**config.mk**
```make
export PLATFORM = sky130hd
export DESIGN_NAME = windowed_second_min_offset_anchor_top
export DESIGN_NICKNAME = d
export VERILOG_FILES = /design/src/wsmo_pkg.sv /design/src/wsmo_ram.sv /design/src/wsmo_cmp.sv /design/src/windowed_second_min_offset_anchor_top.sv
export SDC_FILE = /design/constraint.sdc
export NUM_CORES = 2
export LEC_CHECK = 0
export ABC_AREA = 1
export BUFFER_PORTS_ARGS = -buffer_cell sky130_fd_sc_hd__buf_2
export CORE_MARGIN = 3
export CORE_UTILIZATION = 35
export DETAILED_ROUTE_END_ITERATION = 8
export PLACE_DENSITY = 0.61
export SETUP_SLACK_MARGIN = 0.05
export SLEW_MARGIN = 15
export SYNTH_ARGS = -nofsm -noshare
export SYNTH_HDL_FRONTEND = slang
export SYNTH_SLANG_ARGS = --single-unit
export TNS_END_PERCENT = 1
```
**constraint.sdc**
```tcl
create_clock -name clock -period 12.05 [get_ports clock]
set_clock_uncertainty 0.2 [all_clocks]
set_input_delay 0 -clock clock [delete_from_list [all_inputs] [get_ports clock]]
set_output_delay 0 -clock clock [all_outputs]
set_load 0.02 [all_outputs]
```
**src/wsmo_pkg.sv**
```systemverilog
// wsmo_pkg: request/response payload types, store entry type, sequencer
// states and fixed constants for the offset anchor block. No dependencies.
`timescale 1ns / 1ps

package wsmo_pkg;

   localparam int WINDOW_W = 63;
   localparam int COUNT_W  = 4;
   localparam int ANCHOR_MIN_COUNT = 2;

   localparam logic [WINDOW_W-1:0] WINDOW_RESET = 63'd60000000000;
   localparam logic signed [63:0] OFFSET_MAX   = 64'sh7FFF_FFFF_FFFF_FFFF;
   localparam logic signed [63:0] CUTOFF_FLOOR = 64'sh8000_0000_0000_0000;

   typedef struct packed {
      logic [63:0]        boot_id;
      logic signed [63:0] offset;
      logic signed [63:0] sample_time;
   } req_type;

   typedef struct packed {
      logic signed [63:0]  anchor;
      logic [COUNT_W-1:0]  stored_count;
   } rsp_type;

   typedef struct packed {
      logic signed [63:0] offset;
      logic signed [63:0] sample_time;
   } entry_type;

   typedef struct packed {
      logic lt_b;
      logic lt_c;
   } cmp_result_type;

   typedef enum logic [6:0] {
      ST_IDLE   = 7'b0000001,
      ST_CUTOFF = 7'b0000010,
      ST_SCAN   = 7'b0000100,
      ST_SHIFT  = 7'b0001000,
      ST_APPEND = 7'b0010000,
      ST_SEARCH = 7'b0100000,
      ST_RESULT = 7'b1000000
   } state_type;

endpackage

```
**src/wsmo_ram.sv**
```systemverilog
// wsmo_ram: generic single-write, single-read RAM with registered read data.
// No dependencies.
`timescale 1ns / 1ps

module wsmo_ram #(
   parameter int WIDTH = 128,
   parameter int DEPTH = 8
) (
   input  logic                     clock,
   input  logic                     wr_en,
   input  logic [$clog2(DEPTH)-1:0] wr_addr,
   input  logic [WIDTH-1:0]         wr_data,
   input  logic                     rd_en,
   input  logic [$clog2(DEPTH)-1:0] rd_addr,
   output logic [WIDTH-1:0]         rd_data
);

   logic [WIDTH-1:0] mem_ff [DEPTH];
   logic [WIDTH-1:0] rd_data_ff;

   always_ff @(posedge clock) begin
      if (wr_en) begin
         mem_ff[wr_addr] <= wr_data;
      end
      if (rd_en) begin
         rd_data_ff <= mem_ff[rd_addr];
      end
   end

   assign rd_data = rd_data_ff;

endmodule

```
**src/wsmo_cmp.sv**
```systemverilog
// wsmo_cmp: shared signed compare unit, one operand against two references.
// Depends on wsmo_pkg for the result struct.
`timescale 1ns / 1ps

module wsmo_cmp
   import wsmo_pkg::*;
(
   input  logic signed [63:0] op_a,
   input  logic signed [63:0] op_b,
   input  logic signed [63:0] op_c,
   output cmp_result_type     result
);

   assign result.lt_b = op_a < op_b;
   assign result.lt_c = op_a < op_c;

endmodule

```
**src/windowed_second_min_offset_anchor_top.sv**
```systemverilog
// windowed_second_min_offset_anchor_top: sequencer, sample store and result
// register. Depends on wsmo_pkg, wsmo_ram and wsmo_cmp.
//
//   channel | ports                            | payload
//   request | req_valid  req_ready  req_data   | req_type
//   result  | rsp_valid  rsp_ready  rsp_data   | rsp_type
//   config  | csr_valid  csr_ready  csr_data   | window_ns, 63 bits
//
// A request passes through the cutoff, scan, shift, append, search and result
// states; shift runs only when the store is still full after age-out. The walks
// over the store RAM (scan, shift, search) read one entry a cycle through its read
// port.
// Reset clears the boot id, the fill count and the result flag and loads the
// window with its 60 s default.
// req_ready is high only in idle; a result not yet taken holds the sequencer
// before it loads the next one, and no requests are accepted meanwhile.
`timescale 1ns / 1ps

module windowed_second_min_offset_anchor_top
   import wsmo_pkg::*;
#(
   parameter int MAX_SAMPLES = 8
) (
   input  logic                clock,
   input  logic                reset,
   input  logic                req_valid,
   output logic                req_ready,
   input  req_type             req_data,
   output logic                rsp_valid,
   input  logic                rsp_ready,
   output rsp_type             rsp_data,
   input  logic                csr_valid,
   output logic                csr_ready,
   input  logic [WINDOW_W-1:0] csr_data
);

   localparam int IW = $clog2(MAX_SAMPLES);
   localparam int CW = $clog2(MAX_SAMPLES + 1);
   localparam logic [CW-1:0] COUNT_FULL = CW'(MAX_SAMPLES);
   localparam logic [CW-1:0] COUNT_MIN  = CW'(ANCHOR_MIN_COUNT);

   state_type          state_ff, state_in;
   logic [63:0]        boot_ff, boot_in;
   logic [CW-1:0]      count_ff, count_in;
   logic [WINDOW_W-1:0] window_ff, window_in;
   logic signed [63:0] offset_ff, offset_in;
   logic signed [63:0] time_ff, time_in;
   logic signed [63:0] cutoff_ff, cutoff_in;
   logic [CW-1:0]      issue_ff, issue_in;
   logic               data_vld_ff, data_vld_in;
   logic [IW-1:0]      rd_idx_ff, rd_idx_in;
   logic [CW-1:0]      kept_ff, kept_in;
   logic signed [63:0] low_ff, low_in;
   logic signed [63:0] next_ff, next_in;
   logic               rsp_valid_ff, rsp_valid_in;
   rsp_type            rsp_ff, rsp_in;

   logic               wr_en;
   logic [IW-1:0]      wr_addr;
   entry_type          wr_data;
   logic               rd_en;
   logic [IW-1:0]      rd_addr;
   entry_type          rd_data;
   logic [$bits(entry_type)-1:0] rd_bits;

   logic signed [63:0] cmp_a, cmp_b;
   cmp_result_type     cmp_res;
   logic [64:0]        diff;

   wsmo_ram #(
      .WIDTH($bits(entry_type)),
      .DEPTH(MAX_SAMPLES)
   ) u_store (
      .clock  (clock),
      .wr_en  (wr_en),
      .wr_addr(wr_addr),
      .wr_data(wr_data),
      .rd_en  (rd_en),
      .rd_addr(rd_addr),
      .rd_data(rd_bits)
   );

   assign rd_data = entry_type'(rd_bits);

   assign cmp_a = (state_ff == ST_SCAN) ? rd_data.sample_time : rd_data.offset;
   assign cmp_b = (state_ff == ST_SCAN) ? cutoff_ff : low_ff;

   wsmo_cmp u_cmp (
      .op_a  (cmp_a),
      .op_b  (cmp_b),
      .op_c  (next_ff),
      .result(cmp_res)
   );

   assign diff = {time_ff[63], time_ff} - {2'b00, window_ff};

   assign req_ready = (state_ff == ST_IDLE);
   assign csr_ready = 1'b1;
   assign rsp_valid = rsp_valid_ff;
   assign rsp_data  = rsp_ff;

   always_comb begin
      state_in     = state_ff;
      boot_in      = boot_ff;
      count_in     = count_ff;
      window_in    = window_ff;
      offset_in    = offset_ff;
      time_in      = time_ff;
      cutoff_in    = cutoff_ff;
      issue_in     = issue_ff;
      data_vld_in  = 1'b0;
      rd_idx_in    = rd_idx_ff;
      kept_in      = kept_ff;
      low_in       = low_ff;
      next_in      = next_ff;
      rsp_valid_in = rsp_valid_ff && !rsp_ready;
      rsp_in       = rsp_ff;
      wr_en        = 1'b0;
      wr_addr      = kept_ff[IW-1:0];
      wr_data      = rd_data;
      rd_en        = 1'b0;
      rd_addr      = issue_ff[IW-1:0];

      if (csr_valid && csr_ready) begin
         window_in = csr_data;
      end

      case (state_ff)
         ST_IDLE: begin
            if (req_valid) begin
               offset_in = req_data.offset;
               time_in   = req_data.sample_time;
               if (req_data.boot_id != boot_ff) begin
                  boot_in  = req_data.boot_id;
                  count_in = '0;
               end
               state_in = ST_CUTOFF;
            end
         end
         ST_CUTOFF: begin
            cutoff_in = (diff[64] != diff[63]) ? CUTOFF_FLOOR : diff[63:0];
            issue_in  = '0;
            kept_in   = '0;
            state_in  = ST_SCAN;
         end
         ST_SCAN: begin
            if (issue_ff < count_ff) begin
               rd_en       = 1'b1;
               rd_idx_in   = issue_ff[IW-1:0];
               issue_in    = issue_ff + CW'(1);
               data_vld_in = 1'b1;
            end
            if (data_vld_ff && !cmp_res.lt_b) begin
               wr_en   = 1'b1;
               kept_in = kept_ff + CW'(1);
            end
            if (!(issue_ff < count_ff) && !data_vld_ff) begin
               count_in = kept_ff;
               if (kept_ff == COUNT_FULL) begin
                  issue_in = CW'(1);
                  state_in = ST_SHIFT;
               end else begin
                  state_in = ST_APPEND;
               end
            end
         end
         ST_SHIFT: begin
            if (issue_ff < COUNT_FULL) begin
               rd_en       = 1'b1;
               rd_idx_in   = issue_ff[IW-1:0];
               issue_in    = issue_ff + CW'(1);
               data_vld_in = 1'b1;
            end
            if (data_vld_ff) begin
               wr_en   = 1'b1;
               wr_addr = rd_idx_ff - IW'(1);
            end
            if (!(issue_ff < COUNT_FULL) && !data_vld_ff) begin
               count_in = COUNT_FULL - CW'(1);
               state_in = ST_APPEND;
            end
         end
         ST_APPEND: begin
            wr_en               = 1'b1;
            wr_addr             = count_ff[IW-1:0];
            wr_data.offset      = offset_ff;
            wr_data.sample_time = time_ff;
            count_in            = count_ff + CW'(1);
            issue_in            = '0;
            low_in              = OFFSET_MAX;
            next_in             = OFFSET_MAX;
            state_in            = ST_SEARCH;
         end
         ST_SEARCH: begin
            if (issue_ff < count_ff) begin
               rd_en       = 1'b1;
               issue_in    = issue_ff + CW'(1);
               data_vld_in = 1'b1;
            end
            if (data_vld_ff) begin
               if (cmp_res.lt_b) begin
                  next_in = low_ff;
                  low_in  = rd_data.offset;
               end else if (cmp_res.lt_c) begin
                  next_in = rd_data.offset;
               end
            end
            if (!(issue_ff < count_ff) && !data_vld_ff) begin
               state_in = ST_RESULT;
            end
         end
         ST_RESULT: begin
            if (!rsp_valid_ff || rsp_ready) begin
               rsp_valid_in        = 1'b1;
               rsp_in.anchor       = (count_ff < COUNT_MIN) ? low_ff : next_ff;
               rsp_in.stored_count = COUNT_W'(count_ff);
               state_in            = ST_IDLE;
            end
         end
         default: begin
            state_in = ST_IDLE;
         end
      endcase
   end

   always_ff @(posedge clock) begin
      if (reset) begin
         state_ff     <= ST_IDLE;
         boot_ff      <= '0;
         count_ff     <= '0;
         window_ff    <= WINDOW_RESET;
         data_vld_ff  <= 1'b0;
         rsp_valid_ff <= 1'b0;
      end else begin
         state_ff     <= state_in;
         boot_ff      <= boot_in;
         count_ff     <= count_in;
         window_ff    <= window_in;
         data_vld_ff  <= data_vld_in;
         rsp_valid_ff <= rsp_valid_in;
      end
   end

   always_ff @(posedge clock) begin
      offset_ff <= offset_in;
      time_ff   <= time_in;
      cutoff_ff <= cutoff_in;
      issue_ff  <= issue_in;
      rd_idx_ff <= rd_idx_in;
      kept_ff   <= kept_in;
      low_ff    <= low_in;
      next_ff   <= next_in;
      rsp_ff    <= rsp_in;
   end

`ifndef NO_ASSERTIONS
   a_count_bound: assert property (@(posedge clock) disable iff (reset)
      count_ff <= COUNT_FULL)
      else $error("fill count above store depth");

   a_kept_behind: assert property (@(posedge clock) disable iff (reset)
      (state_ff == ST_SCAN) |-> (kept_ff <= issue_ff))
      else $error("compaction write pointer ahead of read pointer");

   a_wr_in_range: assert property (@(posedge clock) disable iff (reset)
      wr_en |-> ({1'b0, wr_addr} < (IW + 1)'(MAX_SAMPLES)))
      else $error("store write beyond depth");

   a_result_nonempty: assert property (@(posedge clock) disable iff (reset)
      (state_ff == ST_RESULT && (!rsp_valid_ff || rsp_ready))
      |=> (rsp_valid_ff && rsp_ff.stored_count != '0))
      else $error("result loaded with empty store");
`endif

endmodule

```
[Yosys cells after proc, flatten, opt, wreduce, memory -nomap -nowiden]
Memories as Yosys holds them, arrays and structs flattened. A register that Yosys moved wholly into a read port is not among the register bits.
Index checks and enable logic that the tools add are counted.
W data, S select, Z words.
Storage, ports and cells
  flip-flop bits (word level): 539
  bits in writable memories: 1024
  input bits: 260
  output and inout bits: 71
  word-level logic and storage cells: 122
  memories: 1
Operators by class
  add/sub/neg operators: 5
  $lt $le $gt $ge: 5
  equal/unequal tests: 22
  multiplexer cells: 45
  reductions and logical operators: 28
Memory list
  u_store.mem_ff: words 8, bits a word 128, rd ports 1, clocked after memory_dff 1, wr ports 1, RTL line wsmo_ram.sv:18  | logic [WIDTH-1:0] mem_ff [DEPTH];
Operators with widths (number)
  $mux W64: 8
  $pmux W64 S2: 2
  $lt A64 B64 Y1: 2
  $mux W128: 1
  $sub A64 B64 Y65: 1
  $ne A64 B64 Y1: 1
  $pmux W7 S7: 1
  $mux W4: 9
  $mux W7: 5
  $pmux W4 S4: 2
  $ne A2 B2 Y1 const B: 7
  $add A4 B1 Y4 const B: 3
  $pmux W3 S2: 2
  $reduce_and A3 Y1: 4
  $reduce_and A5 Y1: 2
  $mux W3: 3
  $mux W1: 8
  $ne A2 B1 Y1 const B: 4
  $pmux W4 S2: 1
  $reduce_and A2 Y1: 4
  $reduce_bool A4 Y1: 2
  $eq A7 B1 Y1 const B: 1
  $eq A7 B2 Y1 const B: 1
  $eq A7 B3 Y1 const B: 1
  other kinds (19): 30

[Logic depth before layout (Yosys ltp)]
  depth in word-level cells: 9
  mapped depth: 28
  gate-level depth less buffers: 25

[Hierarchy]
From an unflattened synthesis, not the netlist that was laid out.
Unflattened totals
  cell total of the unflattened synthesis: 8743
  area, all modules: 81395.6 µm²
Modules (own cells, without submodules)
  wsmo_ram: times used 1, cells each 4570, area each 48358.9 µm², seq. area each 34593.2 µm²
  windowed_second_min_offset_anchor_top: times used 1, cells each 3633, area each 29701.0 µm², seq. area each 14784.2 µm²
  wsmo_cmp: times used 1, cells each 540, area each 3335.7 µm², seq. area each 0.0 µm²

[Least setup slack after synthesis]
Ideal clock, no wire load.
  path type: register to register
  start: register state_ff[6]
  end: memory u_store.mem_ff[0][0] (enable)
  setup time: 0.658 ns
  arrival: 9.265 ns
  required time: 11.192 ns
  slack: 1.928 ns
  cell stages (with the launch flop): 25
  buffers on the path: 4
  period minus slack after synthesis: 10.122 ns
  cells stage by stage: dfxtp_1 -> inv_2 -> nand2_1 -> nor2_4 -> nand2_2 -> buf_6 -> clkbuf_1 -> clkbuf_1 -> clkbuf_1 -> nand2_1 -> o21ai_0 -> ha_1 -> nand2_1 -> inv_1 -> nand3_1 -> a31oi_1 -> a2111oi_0 -> nand2_1 -> nand2_1 -> nand2_1 -> nand2_2 -> nand3_2 -> nand2_2 -> nand2_2 -> a21oi_1
Between the ends
  longest elaborated chain between the ends: 9
  elaborated cells on any way between the ends: 13
  those cells by class: order compare: 1; eq/ne: 3; mux: 7; reduce/logical: 2
Ends and longest elaborated chain
  start, declared: RTL line windowed_second_min_offset_anchor_top.sv:42  | state_type state_ff, state_in;
  start signal, assigned: RTL line windowed_second_min_offset_anchor_top.sv:235  | state_ff <= state_in;
  $eq A7 B3 Y1: RTL line windowed_second_min_offset_anchor_top.sv:85, windowed_second_min_offset_anchor_top.sv:86, windowed_second_min_offset_anchor_top.sv:128
  $mux W64, on equally long branches: RTL line windowed_second_min_offset_anchor_top.sv:85, windowed_second_min_offset_anchor_top.sv:86
  $lt A64 B64 Y1: RTL line wsmo_cmp.sv:14  | assign result.lt_b = op_a < op_b;
  $logic_not A1 Y1: RTL line windowed_second_min_offset_anchor_top.sv:153  | if (data_vld_ff && !cmp_res.lt_b) begin
  $logic_and A1 B1 Y1: RTL line windowed_second_min_offset_anchor_top.sv:153
  $mux W1: RTL line windowed_second_min_offset_anchor_top.sv:153
  $pmux W1 S3: RTL line windowed_second_min_offset_anchor_top.sv:128  | case (state_ff)
  $mux W1: RTL line wsmo_ram.sv:22  | if (wr_en) begin
  $mux W1 (not written as such): RTL line wsmo_ram.sv:23  | mem_ff[wr_addr] <= wr_data;
  end, declared: RTL line wsmo_ram.sv:18
Parallel ways exist; a longest one is shown, timed or not.

[Worst setup path in the final report]
  start: register state_ff[5]
  end: memory u_store.mem_ff[1][84] (enable)
The elaborated chain is that of the path after synthesis.

==> tab_implementation.tex <==
\begin{tabular}{lr}
\hline
Metric & Value \\
\hline
\multicolumn{2}{l}{\textbf{Critical path}} \\
\quad Arrival time at the worst endpoint & 7.93 ns \\
\quad Worst-path fanout max & 171 \\
\quad Origin of the worst setup path & state\_ff[5]\$\_SDFFE\_PP0P\_ \\
\quad Minimum setup slack among reg-to-reg paths & 4.37 ns \\
\quad CP bufs+invs & 5 \\
\quad Startpoint class of the critical path & flop \\
\quad Number of cells on the worst reg-to-reg path & 20 \\
\quad Crit path max-delay cell type & a21oi\_4 \\
\quad Delay contributed by the slowest stage of the critical path & 0.94 ns \\
\quad Critical path cell sequence & inv\_2 > nand2\_1 > nor2\_4 > nand2\_8 > buf\_4 > o21ai\_0 > ha\_1 > nand2\_1 > inv\_1 > nand3\_1 > nor3\_1 > a21oi\_1 > o211a\_1 > nand2\_2 > nand2\_2 > nand2\_4 > nand2\_2 > a21oi\_4 > buf\_4 > buf\_4 \\
\quad Endpoint of the worst-slack reg-to-reg timing path & u\_store.mem\_ff[1][84]\$\_DFFE\_PP\_ \\
\quad Origin of the critical flop-to-flop path & state\_ff[5]\$\_SDFFE\_PP0P\_ \\
\quad Crit Path Category & reg -> reg \\
\quad CP top delay family & simple AND/OR/NAND/NOR gates \\
\quad Nature of the critical path endpoint & flop \\
\quad CP Depth & 20 \\
\quad Critical Path RT & 12.31 ns \\
\multicolumn{2}{l}{\textbf{Timing}} \\
\quad Fin crit period & 7.68 ns \\
\quad Share of the cycle needed by the critical path after routing & 63.7\% \\
\quad Total count of max-transition violations in the final report & 0 \\
\quad Slew @ Worst Pin & 1.22 ns \\
\quad Worst hold slack & 0.127 ns \\
\quad Relative slew slack & 18.1\% \\
\quad Total setup violations reported at the end of the flow & 0 \\
\quad Fmax & 130 MHz \\
\quad Final total negative setup slack & 0 ns \\
\quad Number of hold-slack violations in the final timing report & 0 \\
\quad Setup repair after global routing missed its margin & false \\
\multicolumn{2}{l}{\textbf{Global route}} \\
\quad Number of global-route vias before repair & 52,100 \\
\quad Global-route total usage across every layer & 20.8\% \\
\quad Total congestion overflow after global routing & 0 \\
\quad Initial antenna violation count & 19 \\
\quad Pin count of the biggest net entering global routing & 202 \\
\quad Global-route wire length before repair & 341,000 microns \\
\multicolumn{2}{l}{\textbf{Routing}} \\
\quad Post-detailed-route DRC marker count & 0 \\
\quad Vias & 54,000 \\
\quad Iter 0 DRT Violations & 6,435 \\
\quad Drt total wl & 232,000 microns \\
\quad DRT Pass-1 Iters & 6 \\
\quad Routed Antenna Nets & 0 \\
\quad Average via count per standard cell & 5.20 \\
\quad Drt wl/cell & 22.3 microns \\
\multicolumn{2}{l}{\textbf{CTS}} \\
\quad Hold buffers post-CTS & 582 \\
\quad Inserted Clock Buffers & 176 \\
\quad Worst-case clock buffer depth & 3 \\
\quad Clock transition at path regs & 0.06 ns \\
\quad Clock latency at the later pin of the worst-skew pair & 0.83 ns \\
\quad Maximum level of the CTS H-tree & 4 \\
\quad Post-CTS setup buffers & 0 \\
\quad Clock root cell & clkbuf\_16 \\
\quad CTS sink cnt & 1,691 \\
\quad Number of gates resized after CTS & 0 \\
\quad TritonCTS clock tree & yes \\
\multicolumn{2}{l}{\textbf{Worst hold path}} \\
\quad Min-Delay Path Depth & 3 \\
\quad Worst Hold Class & in -> reg \\
\quad Hold Crit Endpoint & data\_vld\_ff\$\_SDFF\_PP0\_ \\
\quad Worst min-delay path startpoint & reset \\
\multicolumn{2}{l}{\textbf{Cells and area}} \\
\quad \# nets final & 7,902 \\
\quad Leading cell type in the layout, fill and taps excluded & edfxtp\_1 \\
\quad Post-synthesis to final-layout area growth & 22.0\% \\
\quad Share of post-route cells with drive strength above 1 & 10.8\% \\
\quad Number of cells in the finished layout apart from fillers & 10,400 \\
\quad Commonest non-fill, non-tap cells in the layout & 1,551 x edfxtp\_1, 1,227 x nor2\_1, 1,023 x o21ai\_0 \\
\multicolumn{2}{l}{\textbf{Yosys}} \\
\quad Cell accounting for the most synthesized area & edfxtp\_1 \\
\quad Syn. warnings & 0 \\
\quad Commonest register cell after synthesis & edfxtp\_1 \\
\quad Post-synth design cell area & 73,700 sq um \\
\quad Cell types occupying the most area after synthesis & edfxtp\_1 63\%, o21ai\_0 7.0\%, nor2\_1 6.3\%, dfxtp\_1 3.8\%, nand2\_1 3.5\% \\
\quad Distinct cell type count after synthesis & 57 \\
\quad Async SR Flop Fraction & 0\% \\
\quad EDFF count, synth & 1,551 \\
\quad Synthesized Nets & 7,087 \\
\quad Syn Inst Count & 6,633 \\
\quad Post-synthesis sequential area ratio & 67.0\% \\
\quad Post-Syn Area per Cell & 11.1 sq um \\
\quad Synthesis-stage register bit count & 1,691 \\
\quad Portion of synthesized cell area occupied by the leading cell type & 63.2\% \\
\multicolumn{2}{l}{\textbf{Floorplan}} \\
\quad Ports placed on the boundary & 331 \\
\quad Number of standard-cell rows in the floorplan & 167 \\
\quad Core region area & 208,000 sq um \\
\quad DIE HEIGHT & 465 microns \\
\quad Effective utilization at floorplan & 35.4\% \\
\quad Die width & 465 microns \\
\quad Area of the die & 216,000 sq um \\
\multicolumn{2}{l}{\textbf{Power}} \\
\quad Worst ir drop on vdd & 0.121 mV \\
\quad Power per unit of standard cell area & 177 nW/um\^{}2 \\
\quad Leakage dissipation & 32.6 nW \\
\multicolumn{2}{l}{\textbf{Placement}} \\
\quad Count of placed standard cells including taps & 9,476 \\
\quad Half-perimeter wire length after placement & 144,000 microns \\
\quad Routability Congestion & 0.939 \\
\quad Number of I/O port buffers & 329 \\
\multicolumn{2}{l}{\textbf{Flow run}} \\
\quad Maximum Capacitance Violations & 0 \\
\multicolumn{2}{l}{\textbf{Outcome}} \\
\quad Result of the run & completed \\
\hline
\end{tabular}
[cells in the mapped netlist, drive strengths merged (2+ instances only)]
library cell / count
a2111oi: 2
a211oi: 9
a21boi: 4
a21oi: 256
a31oi: 146
buf: 35
clkbuf: 302
clkinv: 5
dfxtp: 140
edfxtp: 1551
ha: 193
inv: 482
nand2: 731
nand3: 51
nand3b: 5
nand4: 26
nor2: 1230
nor3: 24
nor4: 15
nor4b: 5
o2111ai: 8
o211a: 2
o211ai: 8
o21a: 17
o21ai: 1102
o21bai: 7
o221a: 2
o221ai: 8
o22ai: 131
o311ai: 3
or2: 15
xnor2: 45
xor2: 65
[cell type report]
type	count	area (sq um)
antenna	11	27.5
clock buffer	213	4660
clock inverter	113	1250
fill	19100	118000
inverter	487	1860
multi-input combinational	4118	21300
sequential	1691	49400
tap	2788	3490
timing repair buffer	974	8030
[logic make-up (layout without fill, tap and decap cells)]
| logic type | Yosys count | count (layout) | share of synthesized area, % |
|---|---|---|---|
| simple gates | 2103 | 2103 | 11.3 |
| compound gates | 1710 | 1710 | 12.7 |
| flops | 1691 | 1691 | 67.0 |
| buf+inv | 824 | 1787 | 4.38 |
| fa+ha+maj | 194 | 194 | 3.30 |
| xor+xnor | 110 | 110 | 1.33 |
| other cells | 1 | 12 | 0.00509 |
[layer usage]
metal | GRT usage (%) | vias to the layer above | routed length [microns]
li1 | - | 25000 | -
met1 | 30.8 | 26500 | 105000
met2 | 31.1 | 2237 | 101000
met3 | 3.58 | 315 | 19500
met4 | 6.22 | 2 | 6590
met5 | 0 | - | 7
[per-stage QoR]
stage / setup slack [ns] / power, mW / instance area (sq um) / util [%]
floorplan: 1.93 / 9.21 / 73700 / -
global placement: 4.56 / 10.3 / 78200 / 37.6
detailed placement: 4.42 / 10.3 / 78200 / 37.6
CTS: 4.37 / 16.0 / 90000 / 43.2
global route: 3.80 / 16.6 / 90000 / 43.2
finish: 4.37 / 16.0 / 90000 / 43.2
[sequential cells by signal (all words and copies together) (netlist names)]
register	cells
u_store.rd_data	128
rsp_data	68
issue_ff	4
next_ff	64
offset_ff	64
rsp_valid	1
time_ff	64
kept_ff	4
window_ff	63
rd_idx_ff	3
cutoff_ff	64
u_store.mem_ff	1024
low_ff	64
state_ff	7
count_ff	4
boot_ff	64
data_vld_ff	1
[worst max path at each step]
stage / endpoint / slack (ns)
floorplan: u_store.mem_ff[0][0]$_DFFE_PP_ / 1.93
global placement: u_store.mem_ff[1][20]$_DFFE_PP_ / 4.56
detailed placement: u_store.mem_ff[1][65]$_DFFE_PP_ / 4.42
CTS: u_store.mem_ff[1][32]$_DFFE_PP_ / 4.37
global route: u_store.mem_ff[1][84]$_DFFE_PP_ / 3.80
finish: u_store.mem_ff[1][84]$_DFFE_PP_ / 4.37
[worst register-to-register path, stage by stage, from the launching register on]
cell and delay (ns):
dfxtp_1 0.38, inv_2 0.07, nand2_1 0.11, nor2_4 0.08
nand2_8 0.61, buf_4 0.93, o21ai_0 0.32, ha_1 0.37
nand2_1 0.07, inv_1 0.05, nand3_1 0.09, nor3_1 0.31
a21oi_1 0.15, o211a_1 0.26, nand2_2 0.08, nand2_2 0.09
nand2_4 0.45, nand2_2 0.41, a21oi_4 0.94, buf_4 0.67
buf_4 0.65
[power by group]
| part | leakage [nW] | internal (mW) | switching [mW] |
|---|---|---|---|
| sequential | 15.2 | 6.89 | 0.226 |
| combinational | 14.4 | 1.01 | 2.29 |
| clock | 2.89 | 3.19 | 2.36 |
| total | 32.6 | 11.1 | 4.88 |
No activity file was read; power rests on OpenSTA's default activity.
